## config.mk

```make
export PLATFORM = sky130hd
export DESIGN_NAME = piecewise_linear_activation_top_flat
export DESIGN_NICKNAME = d
export VERILOG_FILES = /design/src/rtl/pla_pkg.sv /design/src/rtl/pla_if.sv /design/src/rtl/pla_core.sv /design/src/rtl/piecewise_linear_activation_top.sv /design/src/flat_wrapper.sv
export SDC_FILE = /design/constraint.sdc
export NUM_CORES = 1
export LEC_CHECK = 0
export BUFFER_PORTS_ARGS = -buffer_cell sky130_fd_sc_hd__buf_2
export CAP_MARGIN = 20
export CORE_UTILIZATION = 45
export CTS_CLUSTER_DIAMETER = 50
export DETAILED_ROUTE_END_ITERATION = 8
export PLACE_DENSITY_LB_ADDON = 0.12
export SETUP_SLACK_MARGIN = 0.4
export SYNTH_ARGS = -nofsm -noshare
export SYNTH_HDL_FRONTEND = slang
export SYNTH_SLANG_ARGS = --single-unit
```

## constraint.sdc

```tcl
create_clock -name clk -period 9.4 [get_ports clk]
set_clock_uncertainty 0.1 [all_clocks]
set_input_delay 0.94 -clock clk [delete_from_list [all_inputs] [get_ports clk]]
set_output_delay 0.94 -clock clk [all_outputs]
set_load 0.01 [all_outputs]
```

## src/rtl/pla_pkg.sv

```systemverilog
`default_nettype none
package pla_pkg;

  // data path format, signed Q(DATA_WIDTH-FRAC_BITS).FRAC_BITS
  localparam int DATA_WIDTH  = 16;
  localparam int FRAC_BITS   = 8;

  // slope format, signed Q8.16
  localparam int SLOPE_WIDTH = 24;
  localparam int SLOPE_FRAC  = 16;

  localparam int MODE_WIDTH  = 3;

  // configuration port
  localparam int APB_DATA_WIDTH = 32;
  localparam int NUM_REGS       = 4;
  localparam int REG_IDX_WIDTH  = $clog2(NUM_REGS);
  localparam int APB_ADDR_WIDTH = REG_IDX_WIDTH + 2;

  // leaky relu slope 0.01 in Q8.16
  localparam logic signed [SLOPE_WIDTH-1:0] LEAKY_SLOPE = SLOPE_WIDTH'(655);

  typedef enum logic [MODE_WIDTH-1:0] {
    MODE_LINEAR = 3'd0,
    MODE_CLIP   = 3'd1,
    MODE_RELU   = 3'd2,
    MODE_LEAKY  = 3'd3,
    MODE_PRELU  = 3'd4
  } mode_t;

  typedef enum logic [REG_IDX_WIDTH-1:0] {
    REG_MODE      = 2'd0,
    REG_CLIP_LOW  = 2'd1,
    REG_CLIP_HIGH = 2'd2,
    REG_NEG_SLOPE = 2'd3
  } reg_idx_t;

  localparam logic [MODE_WIDTH-1:0] MODE_RESET = MODE_RELU;
  localparam logic signed [DATA_WIDTH-1:0] CLIP_LOW_RESET  = -DATA_WIDTH'(1 << FRAC_BITS);
  localparam logic signed [DATA_WIDTH-1:0] CLIP_HIGH_RESET = DATA_WIDTH'(1 << FRAC_BITS);
  localparam logic signed [SLOPE_WIDTH-1:0] NEG_SLOPE_RESET = LEAKY_SLOPE;

  typedef struct packed {
    logic [MODE_WIDTH-1:0]          mode;
    logic signed [DATA_WIDTH-1:0]   clip_low;
    logic signed [DATA_WIDTH-1:0]   clip_high;
    logic signed [SLOPE_WIDTH-1:0]  neg_slope;
  } cfg_t;

endpackage
`default_nettype wire

```

## src/rtl/pla_if.sv

```systemverilog
`default_nettype none
// input channel: one sample per request
interface pla_in_if;
  import pla_pkg::*;

  logic                         valid;
  logic                         ready;
  logic signed [DATA_WIDTH-1:0] sample;

  modport source (output valid, output sample, input ready);
  modport sink   (input valid, input sample, output ready);
endinterface

// result channel: activation and derivative per request
interface pla_out_if;
  import pla_pkg::*;

  logic                         valid;
  logic                         ready;
  logic signed [DATA_WIDTH-1:0] activation;
  logic signed [DATA_WIDTH-1:0] derivative;

  modport source (output valid, output activation, output derivative, input ready);
  modport sink   (input valid, input activation, input derivative, output ready);
endinterface
`default_nettype wire

```

## src/rtl/pla_core.sv

```systemverilog
`default_nettype none
module pla_core (
  input  pla_pkg::cfg_t                        cfg,
  input  logic signed [pla_pkg::DATA_WIDTH-1:0] sample,
  output logic signed [pla_pkg::DATA_WIDTH-1:0] activation,
  output logic signed [pla_pkg::DATA_WIDTH-1:0] derivative
);
  import pla_pkg::*;

  localparam int ProdW  = DATA_WIDTH + SLOPE_WIDTH;
  localparam int ShW    = ProdW - SLOPE_FRAC;
  localparam int DerShW = SLOPE_WIDTH - (SLOPE_FRAC - FRAC_BITS);
  localparam int DerW   = (DerShW > DATA_WIDTH) ? DerShW : DATA_WIDTH;

  localparam logic signed [DATA_WIDTH-1:0] OneVal = DATA_WIDTH'(1 << FRAC_BITS);
  localparam logic signed [DATA_WIDTH-1:0] MaxVal = {1'b0, {(DATA_WIDTH-1){1'b1}}};
  localparam logic signed [DATA_WIDTH-1:0] MinVal = {1'b1, {(DATA_WIDTH-1){1'b0}}};

  logic                          sloped;
  logic signed [SLOPE_WIDTH-1:0] slope;
  logic signed [ProdW-1:0]       prod;
  logic signed [ShW-1:0]         prod_sh;
  logic signed [DerShW-1:0]      der_sh;
  logic signed [DerW-1:0]        der_ext;
  logic signed [DATA_WIDTH-1:0]  prod_sat;
  logic signed [DATA_WIDTH-1:0]  der_sat;
  logic                          neg;

  assign neg = sample[DATA_WIDTH-1];

  always_comb begin
    sloped = 1'b0;
    slope  = LEAKY_SLOPE;
    case (cfg.mode)
      MODE_LEAKY: begin
        sloped = 1'b1;
        slope  = LEAKY_SLOPE;
      end
      MODE_PRELU: begin
        sloped = 1'b1;
        slope  = cfg.neg_slope;
      end
      default: begin
        sloped = 1'b0;
        slope  = LEAKY_SLOPE;
      end
    endcase
  end

  // floor shift by part-select, then clamp if the top bits disagree with the sign
  assign prod    = ProdW'(sample) * ProdW'(slope);
  assign prod_sh = $signed(prod[ProdW-1:SLOPE_FRAC]);
  assign der_sh  = $signed(slope[SLOPE_WIDTH-1:SLOPE_FRAC-FRAC_BITS]);
  assign der_ext = DerW'(der_sh);

  always_comb begin
    if (prod_sh[ShW-1:DATA_WIDTH-1] == '0 || prod_sh[ShW-1:DATA_WIDTH-1] == '1) begin
      prod_sat = prod_sh[DATA_WIDTH-1:0];
    end else begin
      prod_sat = prod_sh[ShW-1] ? MinVal : MaxVal;
    end
    if (der_ext[DerW-1:DATA_WIDTH-1] == '0 || der_ext[DerW-1:DATA_WIDTH-1] == '1) begin
      der_sat = der_ext[DATA_WIDTH-1:0];
    end else begin
      der_sat = der_ext[DerW-1] ? MinVal : MaxVal;
    end
  end

  always_comb begin
    activation = sample;
    derivative = OneVal;
    case (cfg.mode)
      MODE_CLIP: begin
        if (sample > cfg.clip_high) begin
          activation = cfg.clip_high;
        end else if (sample < cfg.clip_low) begin
          activation = cfg.clip_low;
        end
        if (sample < cfg.clip_low || sample > cfg.clip_high) begin
          derivative = '0;
        end
      end
      MODE_RELU: begin
        if (neg) begin
          activation = '0;
          derivative = '0;
        end
      end
      default: begin
        activation = sample;
        derivative = OneVal;
      end
    endcase
    if (sloped && neg) begin
      activation = prod_sat;
      derivative = der_sat;
    end
  end

endmodule
`default_nettype wire

```

## src/rtl/piecewise_linear_activation_top.sv

```systemverilog
`default_nettype none
// piecewise-linear activation unit (linear, clipped linear, relu, leaky relu, prelu)
//
// in_chan carries one signed Q8.8 sample per request; out_chan returns the
// activation and its derivative, both signed Q8.8, one result per request and
// in request order. both channels use valid/ready, a request moves at a clock
// edge with valid and ready high.
// a sample accepted into the input register passes on to the result register,
// and out_chan shows its result from there.
// throughput: one request per cycle while out_chan is not stalled, set by the
// two-register pipeline (input register, then result register); one 16x24
// multiply lies between them. when the receiver stalls, the result register
// holds its value and the input register keeps taking a request until it is
// full; in_chan.ready then follows out_chan.ready.
// the apb port (psel ... prdata) holds mode, clip_low, clip_high and neg_slope
// at byte addresses 0, 4, 8, 12; pready is tied high. write it only when idle.
// synchronous active-low reset empties the pipeline and loads mode relu,
// clip limits -1.0 and +1.0, and slope 0.01.
module piecewise_linear_activation_top (
  input  logic                                clk,
  input  logic                                rst_n,
  pla_in_if.sink                              in_chan,
  pla_out_if.source                           out_chan,
  input  logic                                psel,
  input  logic                                penable,
  input  logic                                pwrite,
  input  logic [pla_pkg::APB_ADDR_WIDTH-1:0]  paddr,
  input  logic [pla_pkg::APB_DATA_WIDTH-1:0]  pwdata,
  output logic [pla_pkg::APB_DATA_WIDTH-1:0]  prdata,
  output logic                                pready
);
  import pla_pkg::*;

  // configuration registers
  cfg_t                         cfg_r;
  logic                         cfg_wr;
  logic [REG_IDX_WIDTH-1:0]     reg_idx;

  // pipeline
  logic                         s1_valid_r;
  logic                         s1_valid_nxt;
  logic signed [DATA_WIDTH-1:0] s1_sample_r;
  logic                         res_valid_r;
  logic                         res_valid_nxt;
  logic signed [DATA_WIDTH-1:0] res_act_r;
  logic signed [DATA_WIDTH-1:0] res_der_r;
  logic                         res_adv;
  logic                         s1_adv;
  logic signed [DATA_WIDTH-1:0] core_act;
  logic signed [DATA_WIDTH-1:0] core_der;

  // apb: word index from the byte address, no wait states
  assign pready  = 1'b1;
  assign reg_idx = paddr[APB_ADDR_WIDTH-1:2];
  assign cfg_wr  = psel && penable && pwrite && pready;

  always_ff @(posedge clk) begin
    if (!rst_n) begin
      cfg_r.mode      <= MODE_RESET;
      cfg_r.clip_low  <= CLIP_LOW_RESET;
      cfg_r.clip_high <= CLIP_HIGH_RESET;
      cfg_r.neg_slope <= NEG_SLOPE_RESET;
    end else if (cfg_wr) begin
      case (reg_idx)
        REG_MODE:      cfg_r.mode      <= pwdata[MODE_WIDTH-1:0];
        REG_CLIP_LOW:  cfg_r.clip_low  <= pwdata[DATA_WIDTH-1:0];
        REG_CLIP_HIGH: cfg_r.clip_high <= pwdata[DATA_WIDTH-1:0];
        REG_NEG_SLOPE: cfg_r.neg_slope <= pwdata[SLOPE_WIDTH-1:0];
        default: begin
        end
      endcase
    end
  end

  // read back, zero-extended to the bus width
  always_comb begin
    prdata = '0;
    case (reg_idx)
      REG_MODE:      prdata = APB_DATA_WIDTH'(cfg_r.mode);
      REG_CLIP_LOW:  prdata = APB_DATA_WIDTH'($unsigned(cfg_r.clip_low));
      REG_CLIP_HIGH: prdata = APB_DATA_WIDTH'($unsigned(cfg_r.clip_high));
      REG_NEG_SLOPE: prdata = APB_DATA_WIDTH'($unsigned(cfg_r.neg_slope));
      default:       prdata = '0;
    endcase
  end

  // each stage moves when the one after it is empty or moving
  assign res_adv       = !res_valid_r || out_chan.ready;
  assign s1_adv        = !s1_valid_r || res_adv;
  assign in_chan.ready = s1_adv;

  always_comb begin
    s1_valid_nxt  = s1_adv ? in_chan.valid : s1_valid_r;
    res_valid_nxt = res_adv ? s1_valid_r : res_valid_r;
  end

  always_ff @(posedge clk) begin
    if (!rst_n) begin
      s1_valid_r  <= 1'b0;
      res_valid_r <= 1'b0;
    end else begin
      s1_valid_r  <= s1_valid_nxt;
      res_valid_r <= res_valid_nxt;
    end
  end

  // input register
  always_ff @(posedge clk) begin
    if (s1_adv && in_chan.valid) begin
      s1_sample_r <= in_chan.sample;
    end
  end

  pla_core u_core (
    .cfg        (cfg_r),
    .sample     (s1_sample_r),
    .activation (core_act),
    .derivative (core_der)
  );

  // result register, held while the receiver stalls
  always_ff @(posedge clk) begin
    if (res_adv && s1_valid_r) begin
      res_act_r <= core_act;
      res_der_r <= core_der;
    end
  end

  assign out_chan.valid      = res_valid_r;
  assign out_chan.activation = res_act_r;
  assign out_chan.derivative = res_der_r;

endmodule
`default_nettype wire

```

## src/flat_wrapper.sv

```systemverilog
// flat-port wrapper written by rule: the top's interface ports become plain ports
module piecewise_linear_activation_top_flat import pla_pkg::*;
  (clk, rst_n, psel, penable, pwrite, paddr, pwdata, prdata, pready, in_chan_valid, in_chan_sample, in_chan_ready, out_chan_valid, out_chan_activation, out_chan_derivative, out_chan_ready);
  pla_in_if in_chan_i ();
  pla_out_if out_chan_i ();
  input  logic clk;
  input  logic rst_n;
  input  logic psel;
  input  logic penable;
  input  logic pwrite;
  input  logic [pla_pkg::APB_ADDR_WIDTH-1:0] paddr;
  input  logic [pla_pkg::APB_DATA_WIDTH-1:0] pwdata;
  output logic [pla_pkg::APB_DATA_WIDTH-1:0] prdata;
  output logic pready;
  input wire logic [$bits(in_chan_i.valid)-1:0] in_chan_valid;
  input wire logic [$bits(in_chan_i.sample)-1:0] in_chan_sample;
  output wire logic [$bits(in_chan_i.ready)-1:0] in_chan_ready;
  output wire logic [$bits(out_chan_i.valid)-1:0] out_chan_valid;
  output wire logic [$bits(out_chan_i.activation)-1:0] out_chan_activation;
  output wire logic [$bits(out_chan_i.derivative)-1:0] out_chan_derivative;
  input wire logic [$bits(out_chan_i.ready)-1:0] out_chan_ready;
  assign in_chan_i.valid = in_chan_valid;
  assign in_chan_i.sample = in_chan_sample;
  assign in_chan_ready = in_chan_i.ready;
  assign out_chan_valid = out_chan_i.valid;
  assign out_chan_activation = out_chan_i.activation;
  assign out_chan_derivative = out_chan_i.derivative;
  assign out_chan_i.ready = out_chan_ready;
  piecewise_linear_activation_top u_core (.clk(clk), .rst_n(rst_n), .in_chan(in_chan_i), .out_chan(out_chan_i), .psel(psel), .penable(penable), .pwrite(pwrite), .paddr(paddr), .pwdata(pwdata), .prdata(prdata), .pready(pready));
endmodule
```

==> results of run 1 <==
[per-layer routing]
layer,track usage,wire (um),up-vias
li1,-,-,7092
met1,0.366,24700,7897
met2,0.441,27100,396
met3,0.0365,3250,43
met4,0.0404,855,0
met5,0,0,-
[worst max-delay path, delay by kind of cell (launching register included)]
kind	cells	cell delay, ns
AO/OA/AOI/OAI	4	0.90
adder cells (fa/ha/maj)	7	3.49
buffers and inverters	6	0.97
flip-flops	1	0.32
AND/OR/NAND/NOR	8	2.51
[state kept, by name, summed over array words and instances (netlist names)]
name,cells
u_core.cfg_r,59
u_core.out_chan.valid,1
u_core.s1_sample_r,16
u_core.out_chan.activation,16
u_core.out_chan.derivative,16
u_core.s1_valid_r,1
[power breakdown]
part,internal (W),switching (W),leakage (nW)
clock,0.000186,0.000194,0.141
sequential,0.000510,0.0000293,0.958
combinational,0.000539,0.000871,9.19
total,0.00124,0.00109,10.3
[stage by stage]
stage,instances,setup slack (ns),cell area (um2),power (W),util
6_report,2916,0.902,21600,0.00233,0.496
4_1_cts,2914,0.662,21500,0.00235,0.495
3_3_place_gp,2897,0.725,21200,0.00195,0.488
2_1_floorplan,2285,1.51,20100,0.00155,-
5_1_grt,2915,0.448,21600,0.00257,0.496
3_5_place_dp,2898,0.679,21200,0.00195,0.489
[timing repair]
action,4_1_cts,5_1_grt
gates resized for setup,0,2
hold endpoints to repair,0,0
endpoints found under the setup margin,0,15
[synth_stat cells (5+ instances only)]
cell	instances
nor3b_1	6
a31oi_1	6
o21bai_1	6
dfxtp_1	61
a21boi_0	42
fa_1	373
ha_1	126
clkbuf_1	119
nand2_1	403
xnor2_1	19
a22o_1	15
nor3_1	14
xor2_1	13
or2_2	5
o211ai_1	17
a221o_1	16
a21o_1	5
inv_1	479
nand3_1	17
buf_2	5
nand4_1	13
buf_4	9
nor2b_1	12
a211oi_1	8
and3_1	33
a21oi_1	54
nor2_1	44
and2_1	162
o21a_1	12
o21ai_0	45
nand2b_1	9
a311oi_2	12
edfxtp_1	48
[worst paths after layout]
| check | startpoint | end | slack (ns) |
|---|---|---|---|
| setup / recovery | u_core.cfg_r[56]$_SDFFE_PN0P_ | u_core.out_chan.activation[14]$_DFFE_PP_ | 0.90 |
| hold / removal | u_core.cfg_r[39]$_SDFFE_PN0P_ | u_core.cfg_r[39]$_SDFFE_PN0P_ | 0.37 |
| setup reg to reg | u_core.cfg_r[56]$_SDFFE_PN0P_ | u_core.out_chan.activation[14]$_DFFE_PP_ | 0.90 |
| hold reg to reg | u_core.cfg_r[39]$_SDFFE_PN0P_ | u_core.cfg_r[39]$_SDFFE_PN0P_ | 0.37 |
[final cells by class]
| cell class | instances | area (um2) | area share |
|---|---|---|---|
| diodes | 1 | 2.50 | 0.000116 |
| clock buffers | 10 | 229 | 0.0106 |
| clock inverters | 6 | 53.8 | 0.00249 |
| inverters | 479 | 1800 | 0.0834 |
| multi-input cells | 1557 | 15000 | 0.698 |
| flip-flops and latches | 109 | 2660 | 0.124 |
| well taps | 585 | 732 | 0.0339 |
| repair buffers | 169 | 1040 | 0.0484 |
[kinds of logic after synthesis]
kind of cell,after synthesis
adders and majority gates,499
muxes,7
DFF,109
buffers and inverters,619
other,2
and+or+nand+nor,735
xor gates and xnor gates,32
AOI/OAI and AO/OA,275
==> reports/results.ini, run 1 <==
[worst_setup_path]
cp.required_ns = 9.48
crit_arrival_ns = 8.57
crit_path_end_kind = flop
reg2reg_depth = 25
cpPeakStageDelay_ns = 0.63
cp-start-kind = flop
cp_common_cell = fa_1
slowest_stage = and3_1
crit_type = reg2reg
worstPathMaxFanout = 15

[drt]
drt_first_pass_iters = 7
first_iter_violations = 903
routed_wl_um = 55900
num_vias = 15400
vias_per_cell = 5.29
drc_errors = 0
drt.antenna.violating_nets = 0
wl_per_cell_um = 19.2

[synth]
ys_ff_latch = 109
synthMuxAreaShare = 0.00537
postSynthCellCount = 2278
synth_top_cell_area_share = 0.373
synth_area_leaders = fa_1 (37%), inv_1 (9.0%), ha_1 (7.9%), nand2_1 (7.6%), edfxtp_1 (7.2%)
synth_edf_count = 48
synth-main-ff-cell = dfxtp_1
avgSynthCellArea_um2 = 8.79
synth_xor_area_frac = 0.0140
syn_area_mm2 = 0.0200
synth_compound_area_frac = 0.103
yosysTopAreaCell = fa_1
synthAdderAreaFrac = 0.451
synth_top_family_by_area = adder cells
synth-async-reset-ratio = 0
yosysSeqAreaShare = 0.133
synth-simple-area-share = 0.174
ys_types = 74
yosys_warnings = 0

[floorplanning]
die_area_mm2 = 0.0454
die_width_um = 213
fp-row-count = 76
initial_core_util = 0.461
coreArea_mm2 = 0.0435
pin_count = 126
dieHeight_um = 213

[timing]
worstMarginPinSlew_ns = 1.16
setup-violations-final = 0
maxSlewHeadroom = 0.228
clock.fmax_mhz = 118
drv_slew = 0
hold_ws_ns = 0.369
period_share = 0.904
finalHoldViolations = 0
final.setup.tns_ns = 0
rsz0062_at_grt = false
min_period_ns = 8.50

[hold_path]
hold_depth = 2
min_path_type = reg2reg

[power]
p_leak_nw = 10.3
power_density_mw_per_mm2 = 108
vdd_drop_max_uv = 107

[clock_tree]
cts_buffers = 9
hold_buffers = 0
clk_latency_ns = 0.36
cts_tree = built
cts_sinks = 109
cts_max_level = 3
cts_setup_buffers = 0
clk_path_buf_depth = 2
clk_pin_slew_ns = 0.08
clock-root-buffer = clkbuf_16

[placed_design]
gp_congestion = 0.872
place_hpwl_um = 45500
portBuffers = 106

[final_layout]
nNetsFinal = 2883
area_growth_syn_to_layout_pct = 7.66
n_fill_cell = 4313
drive_gt1_frac = 0.0944
mostFrequentLayoutCell = inv_1
layout_common_cells = inv_1 (479), nand2_1 (403), fa_1 (373), and2_1 (162), ha_1 (126)

[grt]
antenna_found_initial = 1
grt_usage = 0.263
grt_pass1_vias = 16100
grt_pass1_wl_um = 90300
grt_max_degree = 62
grt-ovfl-total = 0

[status]
status = complete, no violations

[job]
cap_violations = 0

No activity file was read; power rests on OpenSTA's default activity.
==> inputs of run 2 (changes only) <==
--- a/config.mk
+++ b/config.mk
@@ -7,11 +7,14 @@
 export LEC_CHECK = 0
 export BUFFER_PORTS_ARGS = -buffer_cell sky130_fd_sc_hd__buf_2
 export CAP_MARGIN = 20
+export CORE_MARGIN = 5
 export CORE_UTILIZATION = 45
+export CTS_BUF_LIST = sky130_fd_sc_hd__clkbuf_8
 export CTS_CLUSTER_DIAMETER = 50
 export DETAILED_ROUTE_END_ITERATION = 8
 export PLACE_DENSITY_LB_ADDON = 0.12
 export SETUP_SLACK_MARGIN = 0.4
 export SYNTH_ARGS = -nofsm -noshare
 export SYNTH_HDL_FRONTEND = slang
+export SYNTH_HIERARCHICAL = 1
 export SYNTH_SLANG_ARGS = --single-unit
==> reports/results.ini, run 2 <==
[synth]
postSynthCellCount = 2246  ; -1.4%
yosysMostFrequentCell = inv_1
synth_edf_count = 48  ; unchanged
yosysSeqAreaShare = 0.131  ; -0.00216
yosysTopAreaCell = fa_1
yosys-top-cells-count = inv_1 (490), fa_1 (373), nand2_1 (312)
syn_area_mm2 = 0.0204  ; +1.7%
synth-async-reset-ratio = 0  ; unchanged
yosys_warnings = 6  ; +6
synth-main-ff-cell = dfxtp_1
ys_ff_latch = 109  ; unchanged
avgSynthCellArea_um2 = 9.07  ; +3.1%
synth_top_cell_area_share = 0.367  ; -0.00607
ys_types = 85  ; +15%
synth_area_leaders = fa_1 (37%), inv_1 (9.0%), ha_1 (7.7%), edfxtp_1 (7.1%), dfxtp_1 (6.0%)

[placed_design]
portBuffers = 106  ; unchanged
dpl_worst_slack_ns = 0.663  ; -0.0162 ns
gp_congestion = 0.907  ; +4.0%
place_hpwl_um = 50100  ; +10%

[drt]
drc_errors = 0  ; unchanged
num_vias = 16100  ; +4.2%
routed_wl_um = 64100  ; +15%
first_iter_violations = 1228  ; +36%
vias_per_cell = 5.55  ; +4.9%
drt.antenna.violating_nets = 0  ; unchanged
wl_per_cell_um = 22.1  ; +15%
drt_first_pass_iters = 8  ; +1

[final_layout]
largest_reg_flops = 59  ; unchanged
mostFrequentLayoutCell = inv_1
nNetsFinal = 2850  ; -1.1%
layout_common_cells = inv_1 (491), fa_1 (373), nand2_1 (312), and3_1 (126), ha_1 (126)
area_growth_syn_to_layout_pct = 6.68
drive_gt1_frac = 0.103  ; +0.00876
antennaDiodeCount = 0  ; -1
top_register = u_core/cfg_r

[worst_setup_path]
timing.rr.start = u_core/cfg_r[56]$_SDFFE_PN0P_
r2r_slack_ns = 0.67  ; -0.23 ns
reg2reg_to = u_core/out_chan.activation[14]$_DFFE_PP_
reg2reg_depth = 21  ; -16%
cp.required_ns = 9.40  ; -0.08 ns
crit_start = u_core/cfg_r[56]$_SDFFE_PN0P_
endpoint = u_core/out_chan.activation[14]$_DFFE_PP_
crit_type = reg2reg
crit_arrival_ns = 8.73  ; +0.16 ns
crit_path_end_kind = flop
worstPathMaxFanout = 20  ; +5
cp-start-kind = flop

[grt]
grt_max_degree = 89  ; +44%
grt_usage = 0.252  ; -0.0106
antenna_found_initial = 3  ; +2
grt-ovfl-total = 0  ; unchanged
grt_pass1_vias = 16300  ; +0.74%
grt_pass1_wl_um = 96600  ; +7.0%

[floorplanning]
initial_core_util = 0.452  ; -0.00933
die_width_um = 223  ; +4.6%
pin_count = 126  ; unchanged
coreArea_mm2 = 0.0451  ; +3.8%
dieHeight_um = 223  ; +4.6%
fp-row-count = 78  ; +2.6%
die_area_mm2 = 0.0496  ; +9.4%

[timing]
worstMarginPinSlew_ns = 1.18  ; +0.0193 ns
maxSlewHeadroom = 0.215  ; -0.0129
drv_slew = 0  ; unchanged
hold_ws_ns = 0.395  ; +0.0260 ns
rsz0062_at_grt = false
min_period_ns = 8.73  ; +0.233 ns
setup_ws_ns = 0.669  ; -0.233 ns
final.setup.tns_ns = 0  ; unchanged
clock.fmax_mhz = 115  ; -2.7%
period_share = 0.929  ; +0.0248
setup-violations-final = 0  ; unchanged
finalHoldViolations = 0  ; unchanged

[clock_tree]
cts_tree = built
clk_path_buf_depth = 2  ; unchanged
cts_sinks = 109  ; unchanged
cts_resized = 0  ; unchanged
cts_setup_buffers = 0  ; unchanged
hold_buffers = 0  ; unchanged
clock-root-buffer = clkbuf_8
cts_max_level = 3  ; unchanged
clk_latency_ns = 0.40  ; +0.04 ns
clk_pin_slew_ns = 0.10  ; +0.02 ns
cts_buffers = 9  ; unchanged

[job]
cap_violations = 0  ; unchanged

[power]
power_density_mw_per_mm2 = 108  ; about the same
internal-power_w = 0.00119  ; -3.7%
clkPwrFrac = 0.129  ; -0.034
pwr-share-seq = 0.225  ; -0.007
power_frac_comb = 0.646  ; +0.041
switching_share = 0.493  ; +0.0236
p_total_w = 0.00235  ; +0.79%
p_switching_w = 0.00116  ; +5.9%
vdd_drop_max_uv = 122  ; +13%
p_leak_nw = 10.8  ; +5.1%

[status]
status = complete, no violations

[hold_path]
min_path_type = reg2reg

[run 2: power by group through the flow]
stage | registers (W) | clock network [W] | logic (W)
after floorplan | 0.000534 | 0 | 0.000968
after detailed placement | 0.000540 | 0 | 0.00151
final | 0.000529 | 0.000303 | 0.00152
after global routing | 0.000530 | 0.000328 | 0.00167
after global placement | 0.000541 | 0 | 0.00150
after CTS | 0.000530 | 0.000311 | 0.00152
[run 2: stage by stage]
stage,utilization,area (um2),instances
floorplan,-,20400,2253
finish,0.482,21700,2897
global placement,0.476,21400,2875
CTS,0.481,21700,2893
global route,0.482,21700,2897
detailed placement,0.476,21500,2877
[run 2: worst min-delay path by stage]
stage / start / to / slack (ns) / cells after the start
2_1_floorplan: u_core/cfg_r[58]$_SDFFE_PN0P_ / u_core/cfg_r[58]$_SDFFE_PN0P_ / 0.35 / 2
3_3_place_gp: u_core/cfg_r[46]$_SDFFE_PN0P_ / u_core/cfg_r[46]$_SDFFE_PN0P_ / 0.36 / 2
3_5_place_dp: u_core/cfg_r[46]$_SDFFE_PN0P_ / u_core/cfg_r[46]$_SDFFE_PN0P_ / 0.38 / 2
4_1_cts: u_core/cfg_r[44]$_SDFFE_PN0P_ / u_core/cfg_r[44]$_SDFFE_PN0P_ / 0.39 / 2
5_1_grt: u_core/cfg_r[44]$_SDFFE_PN0P_ / u_core/cfg_r[44]$_SDFFE_PN0P_ / 0.41 / 2
6_report: u_core/cfg_r[46]$_SDFFE_PN0P_ / u_core/cfg_r[46]$_SDFFE_PN0P_ / 0.40 / 2
[run 2: layer usage]
layer	global-route usage	part of all wire	up-vias
met3	0.0347	0.064	132
met2	0.419	0.48	630
met5	0	0.00044	-
li1	-	-	7113
met1	0.346	0.42	8202
met4	0.0749	0.036	4
[run 2: area by class of cell]
type                    count  area (um2)
repair buffers            169        1030
multi-input cells        1513       15200
well taps                 600         751
inverters                 490        1840
fillers                  4453       23400
flip-flops and latches    109        2660
clock inverters             7        77.6
clock buffers               9         124
[run 2: cell families (layout without fill, tap and decap cells)]
logic type | after synthesis | count (layout) | synth area share
buffers and inverters | 633 | 675 | 0.124
AND/OR/NAND/NOR | 670 | 672 | 0.163
other | 2 | 9 | 0.000369
flip-flops | 109 | 109 | 0.131
adder cells (fa/ha/maj) | 499 | 499 | 0.444
XOR/XNOR | 31 | 31 | 0.0144
multiplexers | 66 | 66 | 0.0351
AO/OA/AOI/OAI | 236 | 236 | 0.0883
[run 2: critical path: stages, from the launching register on]
cell      delay [ns]
dfxtp_1         0.32
inv_1           0.26
and3_4          0.48
and2_1          0.47
nand2_1         0.17
inv_1           0.17
fa_1            0.51
fa_1            0.88
fa_1            0.52
fa_1            0.58
fa_1            0.43
fa_1            0.44
ha_1            0.41
a211oi_1        0.55
o21ai_0         0.16
a41oi_1         0.53
o21ai_0         0.15
a211o_1         0.43
or2_0           0.28
a41oi_2         0.17
buf_4           0.30
a311oi_1        0.09
==> inputs of run 3 (changes only) <==
==> constraint.sdc (replaced) <==
create_clock -name clk -period 9.15 [get_ports clk]
set_clock_uncertainty 0.1 [all_clocks]
set_input_delay 0.915 -clock clk [delete_from_list [all_inputs] [get_ports clk]]
set_output_delay 0.915 -clock clk [all_outputs]
set_load 0.01 [all_outputs]
==> reports/results.ini, run 3 (same netlist as run 2, synthesis figures left out) <==
[clock_tree]
cts_tree = built
clock-root-buffer = clkbuf_8
cts_buffers = 9  ; unchanged
cts_setup_buffers = 0  ; unchanged
cts_sinks = 109  ; unchanged
clk_latency_ns = 0.41  ; about the same
clk_path_buf_depth = 2  ; unchanged
clk_pin_slew_ns = 0.12  ; +0.02 ns
cts_max_level = 3  ; unchanged

[final_layout]
drive_gt1_frac = 0.109  ; +0.00553
mostFrequentLayoutCell = inv_1
antennaDiodeCount = 0  ; unchanged
area_growth_syn_to_layout_pct = 7.47
layout_common_cells = inv_1 (490), fa_1 (372), nand2_1 (312), and3_1 (126), ha_1 (126)
post-route-util = 0.485  ; +0.00355
top_register = u_core/cfg_r
largest_reg_flops = 59  ; unchanged
nNetsFinal = 2862  ; +0.42%

[timing]
worstMarginPinSlew_ns = 1.12  ; -0.0533 ns
finalHoldViolations = 0  ; unchanged
clock.fmax_mhz = 117  ; +2.2%
drv_slew = 0  ; unchanged
setup-violations-final = 0  ; unchanged
final.setup.tns_ns = 0  ; unchanged
rsz0062_at_grt = false
maxSlewHeadroom = 0.249  ; +0.0340
period_share = 0.934  ; +0.00482
min_period_ns = 8.54  ; -0.188 ns

[grt]
grt_usage = 0.249  ; -0.00328
grt_max_degree = 89  ; unchanged
grt_pass1_wl_um = 96000  ; -0.63%
grt-ovfl-total = 0  ; unchanged
grt_pass1_vias = 16300  ; +0.018%
antenna_found_initial = 0  ; -3

[drt]
num_vias = 16000  ; -0.54%
vias_per_cell = 5.50  ; -0.95%
drc_errors = 0  ; unchanged
drt_first_pass_iters = 6  ; -2
drt.antenna.violating_nets = 0  ; unchanged
first_iter_violations = 1180  ; -3.9%
routed_wl_um = 62500  ; -2.4%
wl_per_cell_um = 21.5  ; -2.8%

[floorplanning]
dieHeight_um = 223  ; unchanged
die_width_um = 223  ; unchanged
initial_core_util = 0.452  ; unchanged
pin_count = 126  ; unchanged
coreArea_mm2 = 0.0451  ; unchanged
die_area_mm2 = 0.0496  ; unchanged
fp-row-count = 78  ; unchanged

[worst_setup_path]
slowest_stage = fa_2
cp.required_ns = 9.22  ; -0.18 ns
crit_type = reg2reg
crit_arrival_ns = 8.61  ; -0.12 ns
r2r_slack_ns = 0.61  ; -0.06 ns
cp-start-kind = flop
cp_common_cell = fa_1
crit_chain = inv_1 > and3_4 > and2_1 > nand2_1 > inv_1 > fa_1 > fa_2 > fa_1 > fa_1 > fa_1 > fa_1 > ha_1 > a211oi_1 > o21ai_0 > a41oi_1 > nand2_1 > a211oi_1 > a211o_1 > or2_0 > a41oi_2 > buf_4 > a311oi_1
crit_path_end_kind = flop
worstPathMaxFanout = 38  ; +90%
cpPeakStageDelay_ns = 0.78  ; -0.10 ns

[power]
p_total_w = 0.00238  ; +1.2%
p_leak_nw = 10.9  ; +0.63%
vdd_drop_max_uv = 100  ; -17%
power_density_mw_per_mm2 = 109  ; +0.50%

[placed_design]
portBuffers = 106  ; unchanged
gp_congestion = 0.914  ; +0.82%
place_hpwl_um = 50300  ; +0.49%

[hold_path]
min_path_type = reg2reg

[status]
status = complete, no violations

[job]
cap_violations = 0  ; unchanged

==> run 3: cell types whose count changed in the layout (fill, tap and decap cells not counted), sizes merged <==
cell / previous run / this run
and3: 130 / 129
buf: 169 / 182
bufinv: 2 / 0
clkinv: 1 / 3
clkinvlp: 0 / 1
inv: 494 / 493
==> run 3: what timing repair did <==
action,CTS,global route
hold buffers,0,0
setup endpoints to repair,0,15
resized for setup,0,1
==> run 3: per-stage QoR <==
stage / setup WS, ns / hold slack (ns) / cell area, um2 / cells
after floorplan: 1.53 / 0.345 / 20400 / 2253
after global placement: 0.615 / 0.363 / 21600 / 2887
after detailed placement: 0.607 / 0.382 / 21600 / 2888
after CTS: 0.565 / 0.398 / 21800 / 2904
after global routing: 0.418 / 0.419 / 21900 / 2909
final: 0.607 / 0.397 / 21900 / 2909
==> run 3: path summary, 6_finish.rpt <==
check,from,endpoint,cells after the start
worst max-delay path,u_core/cfg_r[56]$_SDFFE_PN0P_,u_core/out_chan.activation[14]$_DFFE_PP_,22
worst min-delay path,u_core/cfg_r[44]$_SDFFE_PN0P_,u_core/cfg_r[44]$_SDFFE_PN0P_,2
worst max register to register,u_core/cfg_r[56]$_SDFFE_PN0P_,u_core/out_chan.activation[14]$_DFFE_PP_,22
worst min register to register,u_core/cfg_r[44]$_SDFFE_PN0P_,u_core/cfg_r[44]$_SDFFE_PN0P_,2
==> run 3: final cells by class <==
type	instances	area [um2]
clock inverters	7	87.6
flip-flops and latches	109	2660
inverters	490	1840
fillers	4459	23200
well taps	600	751
clock buffers	9	124
repair buffers	182	1190
multi-input cells	1512	15200
==> run 3: power breakdown <==
group / total [W] / internal (W) / switching, W
Sequential: 0.000551 / 0.000525 / 0.0000256
Combinational: 0.00152 / 0.000554 / 0.000966
Clock: 0.000307 / 0.000111 / 0.000196
Total: 0.00238 / 0.00119 / 0.00119
==> run 3: worst max-delay path, delay by kind of cell, from the launching register on <==
family                   cells  cell delay (ns)
AO/OA/AOI/OAI                7             2.12
adder cells (fa/ha/maj)      7             3.62
buffers and inverters        3             0.63
flip-flops                   1             0.33
AND/OR/NAND/NOR              5             1.48
==> run 3: metal layers <==
metal	global-route usage	routed length, um	vias to the layer above
met2	0.413	30000	513
met1	0.344	26800	8212
li1	-	-	7153
met5	0	0	-
met4	0.0733	2190	0
met3	0.0301	3510	116
